`src/rtl/fsi_pkg.sv`:
```
// shared types and constants of the format sector id interleaver
`default_nettype none
package fsi_pkg;

   localparam int TRACK_WIDTH  = 8;
   localparam int SECTOR_WIDTH = 6;
   localparam int HEADS_WIDTH  = 2;
   localparam int SIZE_WIDTH   = 2;
   localparam int CSR_WIDTH    = 6;
   localparam int QUEUE_DEPTH  = 2;
   localparam int QUEUE_PTR_WIDTH = $clog2(QUEUE_DEPTH);
   localparam int QUEUE_CNT_WIDTH = $clog2(QUEUE_DEPTH + 1);

   localparam logic [SECTOR_WIDTH-1:0] SPT_SHORT = 6'd18;
   localparam logic [SECTOR_WIDTH-1:0] SPT_LONG  = 6'd21;
   localparam logic [SECTOR_WIDTH-1:0] SPT_RESET = 6'd18;
   localparam logic [HEADS_WIDTH-1:0]  HEADS_RESET = 2'd2;
   localparam logic [SIZE_WIDTH-1:0]   SIZE_CODE_512 = 2'd2;
   localparam logic [SIZE_WIDTH-1:0]   SIZE_CODE_NONE = 2'd0;

   localparam logic CSR_SECTORS_PER_TRACK = 1'b0;
   localparam logic CSR_HEAD_COUNT        = 1'b1;

   typedef struct packed {
      logic [TRACK_WIDTH-1:0] track;
      logic                   bad;
      logic                   spt_long;
      logic                   two_heads;
   } cmd_type;

   typedef struct packed {
      logic    valid;
      cmd_type cmd;
   } cmd_link_type;

endpackage
`default_nettype wire

```
`src/rtl/fsi_front.sv`:
```
// front end: configuration registers, track classification and command queue
`default_nettype none
module fsi_front (
   input  wire                                  clock,
   input  wire                                  reset,
   input  wire                                  req_push,
   output logic                                 req_full,
   input  wire  [fsi_pkg::TRACK_WIDTH-1:0]      req_track_number,
   input  wire                                  csr_write_enable,
   input  wire                                  csr_index,
   input  wire  [fsi_pkg::CSR_WIDTH-1:0]        csr_write_data,
   output fsi_pkg::cmd_link_type                cmd_link,
   input  wire                                  cmd_take
);

   logic [fsi_pkg::SECTOR_WIDTH-1:0]    spt_ff;
   logic [fsi_pkg::HEADS_WIDTH-1:0]     heads_ff;
   fsi_pkg::cmd_type                    queue_ff [fsi_pkg::QUEUE_DEPTH];
   logic [fsi_pkg::QUEUE_PTR_WIDTH-1:0] wr_ptr_ff, wr_ptr_in;
   logic [fsi_pkg::QUEUE_PTR_WIDTH-1:0] rd_ptr_ff, rd_ptr_in;
   logic [fsi_pkg::QUEUE_CNT_WIDTH-1:0] count_ff, count_in;
   fsi_pkg::cmd_type                    new_cmd;
   logic                                accept;
   logic                                store;
   logic                                take;

   always_comb begin
      new_cmd.track     = req_track_number;
      new_cmd.bad       = (spt_ff != fsi_pkg::SPT_SHORT) && (spt_ff != fsi_pkg::SPT_LONG);
      new_cmd.spt_long  = (spt_ff == fsi_pkg::SPT_LONG);
      new_cmd.two_heads = heads_ff[1];
   end

   assign req_full = (count_ff == fsi_pkg::QUEUE_CNT_WIDTH'(fsi_pkg::QUEUE_DEPTH));
   assign accept   = req_push && !req_full;
   // a good geometry with no heads gives no entries, so it is dropped here
   assign store    = accept && (new_cmd.bad || (heads_ff != '0));
   assign take     = cmd_take && (count_ff != '0);

   assign cmd_link.valid = (count_ff != '0);
   assign cmd_link.cmd   = queue_ff[rd_ptr_ff];

   always_comb begin
      wr_ptr_in = wr_ptr_ff;
      rd_ptr_in = rd_ptr_ff;
      count_in  = count_ff;
      if (store) begin
         wr_ptr_in = wr_ptr_ff + 1'b1;
      end
      if (take) begin
         rd_ptr_in = rd_ptr_ff + 1'b1;
      end
      if (store && !take) begin
         count_in = count_ff + 1'b1;
      end else if (!store && take) begin
         count_in = count_ff - 1'b1;
      end
   end

   always_ff @(posedge clock) begin
      if (reset) begin
         spt_ff    <= fsi_pkg::SPT_RESET;
         heads_ff  <= fsi_pkg::HEADS_RESET;
         wr_ptr_ff <= '0;
         rd_ptr_ff <= '0;
         count_ff  <= '0;
      end else begin
         if (csr_write_enable) begin
            case (csr_index)
               fsi_pkg::CSR_SECTORS_PER_TRACK: begin
                  spt_ff <= csr_write_data;
               end
               fsi_pkg::CSR_HEAD_COUNT: begin
                  heads_ff <= csr_write_data[fsi_pkg::HEADS_WIDTH-1:0];
               end
               default: begin
               end
            endcase
         end
         wr_ptr_ff <= wr_ptr_in;
         rd_ptr_ff <= rd_ptr_in;
         count_ff  <= count_in;
      end
   end

   always_ff @(posedge clock) begin
      if (store) begin
         queue_ff[wr_ptr_ff] <= new_cmd;
      end
   end

endmodule
`default_nettype wire

```
`src/rtl/fsi_back.sv`:
```
// back end: sector id sequencer and result register
`default_nettype none
module fsi_back (
   input  wire                                  clock,
   input  wire                                  reset,
   input  fsi_pkg::cmd_link_type                cmd_link,
   output logic                                 cmd_take,
   output logic                                 rsp_empty,
   input  wire                                  rsp_pop,
   output logic [fsi_pkg::TRACK_WIDTH-1:0]      rsp_id_track,
   output logic                                 rsp_id_head,
   output logic [fsi_pkg::SECTOR_WIDTH-1:0]     rsp_id_sector,
   output logic [fsi_pkg::SIZE_WIDTH-1:0]       rsp_id_size_code,
   output logic                                 rsp_last_entry,
   output logic                                 rsp_bad_geometry
);

   localparam int IdWidth = fsi_pkg::SECTOR_WIDTH + 1;

   fsi_pkg::cmd_type                  cmd_ff, cmd_in;
   logic                              busy_ff, busy_in;
   logic                              head_ff, head_in;
   logic [fsi_pkg::SECTOR_WIDTH-1:0]  sect_ff, sect_in;
   logic                              out_valid_ff, out_valid_in;
   logic [fsi_pkg::TRACK_WIDTH-1:0]   out_track_ff, out_track_in;
   logic                              out_head_ff, out_head_in;
   logic [fsi_pkg::SECTOR_WIDTH-1:0]  out_sector_ff, out_sector_in;
   logic [fsi_pkg::SIZE_WIDTH-1:0]    out_size_ff, out_size_in;
   logic                              out_last_ff, out_last_in;
   logic                              out_bad_ff, out_bad_in;

   logic [fsi_pkg::SECTOR_WIDTH-1:0]  spt;
   logic [fsi_pkg::SECTOR_WIDTH-1:0]  half;
   logic [fsi_pkg::SECTOR_WIDTH-1:0]  split;
   logic [IdWidth-1:0]                id_base, id_head, id_trk;
   logic                              last;
   logic                              emit;

   always_comb begin
      spt   = cmd_ff.spt_long ? fsi_pkg::SPT_LONG : fsi_pkg::SPT_SHORT;
      half  = spt >> 1;
      split = half + {5'd0, spt[0]};
      id_base = IdWidth'(sect_ff >> 1) + IdWidth'(1);
      if (sect_ff[0]) begin
         id_base = id_base + IdWidth'(split);
      end
      id_head = id_base;
      if (head_ff) begin
         if (id_base <= IdWidth'(2)) begin
            id_head = id_base + IdWidth'(spt) - IdWidth'(2);
         end else begin
            id_head = id_base - IdWidth'(2);
         end
      end
      id_trk = id_head;
      if (cmd_ff.track[0]) begin
         if (id_head <= IdWidth'(half)) begin
            id_trk = id_head + IdWidth'(spt) - IdWidth'(half);
         end else begin
            id_trk = id_head - IdWidth'(half);
         end
      end
      last = (sect_ff == spt - 1'b1) && (head_ff || !cmd_ff.two_heads);
   end

   assign emit     = busy_ff && (!out_valid_ff || rsp_pop);
   assign cmd_take = !busy_ff && cmd_link.valid;

   always_comb begin
      cmd_in        = cmd_ff;
      busy_in       = busy_ff;
      head_in       = head_ff;
      sect_in       = sect_ff;
      out_valid_in  = out_valid_ff;
      out_track_in  = out_track_ff;
      out_head_in   = out_head_ff;
      out_sector_in = out_sector_ff;
      out_size_in   = out_size_ff;
      out_last_in   = out_last_ff;
      out_bad_in    = out_bad_ff;
      if (out_valid_ff && rsp_pop) begin
         out_valid_in = 1'b0;
      end
      if (cmd_take) begin
         cmd_in  = cmd_link.cmd;
         busy_in = 1'b1;
         head_in = 1'b0;
         sect_in = '0;
      end
      if (emit) begin
         out_valid_in = 1'b1;
         out_track_in = cmd_ff.track;
         if (cmd_ff.bad) begin
            out_head_in   = 1'b0;
            out_sector_in = '0;
            out_size_in   = fsi_pkg::SIZE_CODE_NONE;
            out_last_in   = 1'b1;
            out_bad_in    = 1'b1;
            busy_in       = 1'b0;
         end else begin
            out_head_in   = head_ff;
            out_sector_in = id_trk[fsi_pkg::SECTOR_WIDTH-1:0];
            out_size_in   = fsi_pkg::SIZE_CODE_512;
            out_last_in   = last;
            out_bad_in    = 1'b0;
            if (last) begin
               busy_in = 1'b0;
            end else if (sect_ff == spt - 1'b1) begin
               sect_in = '0;
               head_in = 1'b1;
            end else begin
               sect_in = sect_ff + 1'b1;
            end
         end
      end
   end

   always_ff @(posedge clock) begin
      if (reset) begin
         busy_ff      <= 1'b0;
         out_valid_ff <= 1'b0;
         head_ff      <= 1'b0;
         sect_ff      <= '0;
      end else begin
         busy_ff      <= busy_in;
         out_valid_ff <= out_valid_in;
         head_ff      <= head_in;
         sect_ff      <= sect_in;
      end
   end

   always_ff @(posedge clock) begin
      cmd_ff        <= cmd_in;
      out_track_ff  <= out_track_in;
      out_head_ff   <= out_head_in;
      out_sector_ff <= out_sector_in;
      out_size_ff   <= out_size_in;
      out_last_ff   <= out_last_in;
      out_bad_ff    <= out_bad_in;
   end

   assign rsp_empty        = !out_valid_ff;
   assign rsp_id_track     = out_track_ff;
   assign rsp_id_head      = out_head_ff;
   assign rsp_id_sector    = out_sector_ff;
   assign rsp_id_size_code = out_size_ff;
   assign rsp_last_entry   = out_last_ff;
   assign rsp_bad_geometry = out_bad_ff;

endmodule
`default_nettype wire

```
`src/rtl/format_sector_id_interleaver_core.sv`:
```
// top level of the format sector id interleaver
// Push a track number and the block returns the sector ID entries for formatting that
// track, head 0 first, with a 1:2 interleave plus head and track skew; a geometry other
// than 18 or 21 sectors per track gives one error entry instead. The back-end sequencer
// produces one entry per cycle while the result register is empty or being popped, and
// loads the next track only after the last entry of the current one. A track passes
// through the command queue and the sequencer's command register before its first entry
// reaches the result register, and the front end queues up to two further tracks
// meanwhile. Write configuration only while idle.
`default_nettype none
module format_sector_id_interleaver_core (
   input  wire                                  clock,
   input  wire                                  reset,
   input  wire                                  req_push,
   output logic                                 req_full,
   input  wire  [fsi_pkg::TRACK_WIDTH-1:0]      req_track_number,
   output logic                                 rsp_empty,
   input  wire                                  rsp_pop,
   output logic [fsi_pkg::TRACK_WIDTH-1:0]      rsp_id_track,
   output logic                                 rsp_id_head,
   output logic [fsi_pkg::SECTOR_WIDTH-1:0]     rsp_id_sector,
   output logic [fsi_pkg::SIZE_WIDTH-1:0]       rsp_id_size_code,
   output logic                                 rsp_last_entry,
   output logic                                 rsp_bad_geometry,
   input  wire                                  csr_write_enable,
   input  wire                                  csr_index,
   input  wire  [fsi_pkg::CSR_WIDTH-1:0]        csr_write_data
);

   fsi_pkg::cmd_link_type cmd_link;
   logic                  cmd_take;

   fsi_front u_front (
      .clock            (clock),
      .reset            (reset),
      .req_push         (req_push),
      .req_full         (req_full),
      .req_track_number (req_track_number),
      .csr_write_enable (csr_write_enable),
      .csr_index        (csr_index),
      .csr_write_data   (csr_write_data),
      .cmd_link         (cmd_link),
      .cmd_take         (cmd_take)
   );

   fsi_back u_back (
      .clock            (clock),
      .reset            (reset),
      .cmd_link         (cmd_link),
      .cmd_take         (cmd_take),
      .rsp_empty        (rsp_empty),
      .rsp_pop          (rsp_pop),
      .rsp_id_track     (rsp_id_track),
      .rsp_id_head      (rsp_id_head),
      .rsp_id_sector    (rsp_id_sector),
      .rsp_id_size_code (rsp_id_size_code),
      .rsp_last_entry   (rsp_last_entry),
      .rsp_bad_geometry (rsp_bad_geometry)
   );

endmodule
`default_nettype wire
```
`config.mk`:
```
export PLATFORM = sky130hd
export DESIGN_NAME = format_sector_id_interleaver_core
export DESIGN_NICKNAME = d
export VERILOG_FILES = /design/src/rtl/fsi_pkg.sv /design/src/rtl/fsi_front.sv /design/src/rtl/fsi_back.sv /design/src/rtl/format_sector_id_interleaver_core.sv
export SDC_FILE = /design/constraint.sdc
export NUM_CORES = 1
export LEC_CHECK = 0
export ABC_AREA = 1
export BUFFER_PORTS_ARGS = -buffer_cell sky130_fd_sc_hd__buf_4
export CORE_MARGIN = 5
export CORE_UTILIZATION = 40
export DETAILED_ROUTE_END_ITERATION = 16
export HOLD_SLACK_MARGIN = 0.06
export PLACE_DENSITY_LB_ADDON = 0.2
export SETUP_SLACK_MARGIN = 0.3
export SYNTH_ARGS = -nofsm -noshare
export SYNTH_HDL_FRONTEND = slang
export SYNTH_HIERARCHICAL = 1
export SYNTH_SLANG_ARGS = --single-unit
```
`constraint.sdc`:
```
create_clock -name clock -period 4.6 [get_ports clock]
set_input_delay 0 -clock clock [delete_from_list [all_inputs] [get_ports clock]]
set_output_delay 0 -clock clock [all_outputs]
set_load 0.005 [all_outputs]
```
Word-level counts from Yosys, hierarchy flattened
Memories as Yosys holds them, arrays and structs flattened. A register that Yosys moved wholly into a read port is not among the register bits.
Index checks and enable logic that the tools add are counted.
- register bits after elaboration: 40
- RAM bits: 22
- bits of input ports: 20
- word-level logic and storage cells: 92
- memories: 1
- memory list (name ; depth ; width ; rd ports ; clocked after memory_dff ; write ports ; line ; RTL):
    u_front.queue_ff ; 2 ; 11 ; 1 ; 1 ; 1 ; fsi_front.sv:18 ; fsi_pkg::cmd_type queue_ff [fsi_pkg::QUEUE_DEPTH];
- add/sub/neg operators: 15
- magnitude comparators: 2
- eq/ne operators: 5
- muxes and demuxes: 28
- bitwise gates (word level): 1
- reduce and logical (&&, ||, !) cells: 25
- operators by type and width (kind ; count):
    6-bit two-way mux ; 7
    7-bit two-way mux ; 3
    7-bit by 6-bit adder with 7-bit output ; 2
    1-bit two-way mux ; 14
    7-bit by 2-bit subtractor with 7-bit output (second input constant) ; 2
    6-bit by 5-bit != test with 1-bit output (second input constant) ; 2
    6-bit by 5-bit subtractor with 6-bit output ; 2
    1-bit logical AND ; 10
    2-bit nonzero test ; 4
    7-bit by 2-bit <= comparator with 1-bit output (second input constant) ; 1
    7-bit by 4-bit <= comparator with 1-bit output ; 1
    5-bit by 1-bit adder with 6-bit output ; 1
    5-bit by 1-bit adder with 6-bit output (second input constant) ; 1
    6-bit by 1-bit adder with 6-bit output (second input constant) ; 1
    6-bit adder ; 1
    6-bit by 5-bit == test with 1-bit output (second input constant) ; 1
    6-bit == test ; 1
    1-bit logical NOT ; 6
    2-bit two-way mux ; 3
    6-bit by 1-bit subtractor with 6-bit output (second input constant) ; 1
    2-bit AND reduction ; 2
    1-bit logical OR ; 3
    3-bit two-way mux ; 1
    1-bit adder (second input constant) ; 2
    4 further kinds ; 4

Logic depth before layout (Yosys ltp)
- depth in word-level cells: 12
- mapped depth: 31

Hierarchy
Netlist, hierarchy kept.
- modules (own cells, without submodules) (module ; times used ; cells an instance ; area an instance (sq um) ; sequential area each (sq um)):
    fsi_back ; 1 ; 324 ; 2751.4 ; 1051.0
    fsi_front ; 1 ; 117 ; 1391.3 ; 920.9

Least setup slack after synthesis
No wires, ideal clock.
- kind: register -> register
- from: register u_back/cmd_ff[1] (netlist name)
- to: register u_back.out_sector_ff, in the netlist u_back/rsp_id_sector[2] (data pin)
- arrival: 3.516 ns
- data required time: 4.338 ns
- path slack: 0.822 ns
- stages on the path, launching flop included: 30
- path buffers: 0
- period minus slack after synthesis: 3.778 ns
- cell sequence: edfxtp_1 -> inv_1 -> ha_1 -> nor2_1 -> nor2_1 -> nand2_1 -> nand4_1 -> nand2_1 -> inv_1 -> ha_1 -> nand2_1 -> inv_1 -> nand3_2 -> nand2_4 -> a21oi_1 -> o21ai_0 -> o21ai_0 -> inv_1 -> ha_1 -> nand2_1 -> inv_1 -> nand3_1 -> nand2_1 -> inv_1 -> nand3_4 -> nand2_4 -> nand2_1 -> nand2_1 -> nand2_1 -> a21oi_2
- longest elaborated chain between the ends: 12
- elaborated cells on any way between the ends: 16
- RTL lines (item ; line ; RTL):
    3-bit two-way mux (*) ; fsi_back.sv:40 ; spt = cmd_ff.spt_long ? fsi_pkg::SPT_LONG : fsi_pkg::SPT_SHORT;
    5-bit by 1-bit adder with 6-bit output ; fsi_back.sv:42 ; split = half + {5'd0, spt[0]};
    7-bit by 6-bit adder with 7-bit output ; fsi_back.sv:45 ; id_base = id_base + IdWidth'(split);
    7-bit two-way mux ; fsi_back.sv:44 ; if (sect_ff[0]) begin
    7-bit by 6-bit adder with 7-bit output ; fsi_back.sv:50 ; id_head = id_base + IdWidth'(spt) - IdWidth'(2);
    7-bit by 2-bit subtractor with 7-bit output ; fsi_back.sv:50 ;
    7-bit two-way mux ; fsi_back.sv:49 ; if (id_base <= IdWidth'(2)) begin
    7-bit two-way mux ; fsi_back.sv:48 ; if (head_ff) begin
    6-bit adder ; fsi_back.sv:58 ; id_trk = id_head + IdWidth'(spt) - IdWidth'(half);
    6-bit by 5-bit subtractor with 6-bit output ; fsi_back.sv:58 ;
    6-bit two-way mux ; fsi_back.sv:57 ; if (id_head <= IdWidth'(half)) begin
    6-bit two-way mux (*) ; fsi_back.sv:56 ; if (cmd_ff.track[0]) begin
    end signal, assigned ; fsi_back.sv:136 ; out_sector_ff <= out_sector_in;
    end, declared ; fsi_back.sv:27 ; logic [fsi_pkg::SECTOR_WIDTH-1:0] out_sector_ff, out_sector_in;
Mark *: on every way between the ends. The rest lies on a longest branch, timed or not.
A chain may end at the register's enable or synchronous reset.

Worst setup path after layout
- from: register u_back/sect_ff[1] (netlist name)
- to: register u_back.out_sector_ff, in the netlist u_back/rsp_id_sector[4] (data pin)
- longest elaborated chain between the ends: 11
- elaborated cells on any way between the ends: 15
- RTL lines (item ; line ; RTL):
    start, declared ; fsi_back.sv:23 ; logic [fsi_pkg::SECTOR_WIDTH-1:0] sect_ff, sect_in;
    start signal, assigned ; fsi_back.sv:128 ; sect_ff <= sect_in;
    5-bit by 1-bit adder with 6-bit output (*) ; fsi_back.sv:43 ; id_base = IdWidth'(sect_ff >> 1) + IdWidth'(1);
    7-bit by 6-bit adder with 7-bit output ; fsi_back.sv:45 ;
    7-bit two-way mux (*) ; fsi_back.sv:44 ;
    7-bit by 6-bit adder with 7-bit output ; fsi_back.sv:50 ;
    7-bit by 2-bit subtractor with 7-bit output ; fsi_back.sv:50 ;
    7-bit two-way mux ; fsi_back.sv:49 ;
    7-bit two-way mux (*) ; fsi_back.sv:48 ;
    6-bit adder ; fsi_back.sv:58 ;
    6-bit by 5-bit subtractor with 6-bit output ; fsi_back.sv:58 ;
    6-bit two-way mux ; fsi_back.sv:57 ;
    6-bit two-way mux (*) ; fsi_back.sv:56 ;
Marked as above.

==> flow_summary.ini <==
[status]
status = completed

[final_layout]
layout-drive-gt1-share = 0.2405
area.growth.synth_to_final_pct = 23.80
post-route-util = 0.5013
stdcell_count = 664
layout.nets = 567
n_antenna_cell = 0

[logic_synthesis]
synth-async-reset-ratio = 0
synth_cell_types = 39
synthTopCellsByArea = edfxtp_1 37%, dfxtp_1 11%, nand2_1 7.4%, ha_1 6.3%, inv_1 5.3%
syn_nets = 485
synthFlopType = edfxtp_1
ys_warn_count = 6
synth.avg_cell_area_um2 = 9.394
synth_common_cells = 82 x nand2_1, 59 x inv_1, 51 x edfxtp_1, 32 x nor2_1, 27 x nand3_1
seq_area_frac_synth = 0.4760
ys_ff_latch = 73
yosysMostFrequentCell = nand2_1
synth_top_cell_area_share = 0.3697
synthCells = 441
synth_area_um2 = 4143
yosysTopAreaCell = edfxtp_1
synth_edf_count = 51

[sta]
final_hold_viol_count = 0
rsz0062_at_grt = no
fin_crit_sh = 0.8631
setup_viol = 0
slew_headroom = 0.3256
fin_ws_ns = 0.6300
maxClockFrequency_mhz = 251.9
skew_ns = 0.01097
finalMaxSlewViolations = 0
worstMarginPinSlew_ns = 1.008
min_period_ns = 3.970
final.setup.tns_ns = 0

[global_routing]
first_global_vias = 3002
antenna_found_initial = 0
grt_pass1_wl_um = 13800
gr-usage-all-layers = 0.1343
grt-ovfl-total = 0
grt_max_degree = 23

[clock_network]
cts_inserted_buffers = 9
worstSkewPairLatency_ns = 0.35
clk_pin_slew_ns = 0.09
clock_path_buffers = 2
cts_root_buf = clkbuf_8
cts_sinks = 73
tritoncts = built
htreeDepth = 3

[route]
first_pass_iters = 4
detail-route-antenna-nets = 0
vias = 3116
wl_per_cell_um = 12.04
drt_iter0_markers = 142
drc = 0
wirelength_um = 7992
viasPerCell = 4.693

[die]
die_area_um2 = 12490
io_pins = 41
core_area_um2 = 10230
initial_core_util = 0.4049
row_count = 37
die_y_um = 111.8
die_w_um = 111.8

[worst_setup_path]
critPathMaxFanout = 9
worst_ep_required_time_ns = 4.68
worstSetupStartpointType = register
crit_type = register to register
cp.arrival_ns = 4.05
cp-end-kind = register

[placed_design]
io_buffers = 39
gp_congestion = 0.8345
pre_cts_ws_ns = 0.5591
dp_cells = 612
hpwl_um = 5763

[min_path]
hold_class = input pin to register

[pwr]
power_w = 0.002932
power_density_nw_per_um2 = 571.7
total_leakage_power_nw = 2.271
vdd_drop_max_mv = 0.2109

[flow_run]
max_cap_violations = 0
## cell usage in the layout (no fill, tap or decap), drive strengths merged
cell type      n
clkbuf         9
inv           69
nand2        105
o211ai         2
dfxtp         22
bufinv         1
o22ai          2
a21oi         22
dlygate4sd3   29
xnor2          4
mux2          11
fa             3
conb           1
nor2          43
ha            21
edfxtp        51
a2111oi        1
a21boi         1
a31oi          3
nand3b         2
buf           50
or2            2
xor2           6
a221oi         1
nand4          6
clkinvlp       1
clkinv         2
o21ai         22
nand3         36
## cell families after synthesis
kind of cell | after synthesis | share of synthesized area
DFF | 73 | 0.4760
and+or+nand+nor | 194 | 0.2434
other | 1 | 0.0009052
adders and majority gates | 24 | 0.07792
AOI/OAI and AO/OA | 54 | 0.07641
buffers and inverters | 74 | 0.07429
muxes | 11 | 0.02990
xor gates and xnor gates | 10 | 0.02114
## what timing repair did
item | CTS | global route
setup endpoints to repair | 0 | 5
gates resized for setup | 0 | 2
setup buffers | 0 | 7
hold endpoints to repair | 34 | 0
hold buffers | 29 | 0
## registers in the layout (all words and copies together), names as in the netlist, 2 cells and up, named ones only
register,count
u_back/rsp_id_track,8
u_back/sect_ff,6
u_front/spt_ff,6
u_back/cmd_ff,11
u_front/count_ff,2
u_front/queue_ff,22
u_back/rsp_id_sector,6
u_front/heads_ff,2
## report_power, final
group	internal, W	switching (W)
clock network	0.000261	0.000267
logic	0.000577	0.000779
registers	0.000938	0.000110
## routing by layer
metal / GRT usage / up-vias / part of all wire
met5: 0 / - / 0
met4: 0.03650 / 0 / 0.0050
met3: 0.02826 / 2 / 0.037
met2: 0.2366 / 50 / 0.52
met1: 0.1663 / 1446 / 0.44
li1: - / 1618 / -
## cell type report
class,count,area (um2)
Tap cell,136,170.2
Multi-Input combinational cell,294,1866
Clock inverter,7,83.83
Timing Repair Buffer,79,665.6
Fill cell,950,5102
Inverter,66,247.7
Clock buffer,9,123.9
Sequential cell,73,1972
## worst paths after layout
| check | from | endpoint | slack [ns] | depth (start not counted) |
|---|---|---|---|---|
| max | u_back/sect_ff[1] | u_back/rsp_id_sector[4] | 0.63 | 20 |
| min | rsp_pop | u_back/head_ff | 0.24 | 6 |
| max reg2reg | u_back/sect_ff[1] | u_back/rsp_id_sector[4] | 0.63 | 20 |
| min reg2reg | u_back/cmd_ff[5] | u_back/rsp_id_track[2] | 0.42 | 0 |
## metrics by stage
step | hold slack, ns | cell area (um2)
after global routing | 0.3191 | 5129
after CTS | 0.2436 | 5074
after detailed placement | 0.1875 | 4576
final | 0.2425 | 5129
after floorplan | 0.06907 | 4143
after global placement | 0.1856 | 4576
## worst max-delay path: stages, from the launching register on
cell and delay [ns]:
dfxtp_1 0.34, ha_1 0.32, ha_1 0.30, inv_1 0.07
o21ai_0 0.07, nand3_1 0.07, nand2_1 0.13, ha_1 0.30
inv_1 0.04, ha_1 0.21, fa_1 0.41, xor2_1 0.17
nor2_1 0.10, o22ai_4 0.31, ha_1 0.32, nand4_1 0.10
nand2_1 0.06, nor2_1 0.12, nand3_1 0.09, nand3_1 0.09
a21oi_1 0.07
(Power assumes the default switching activity.)
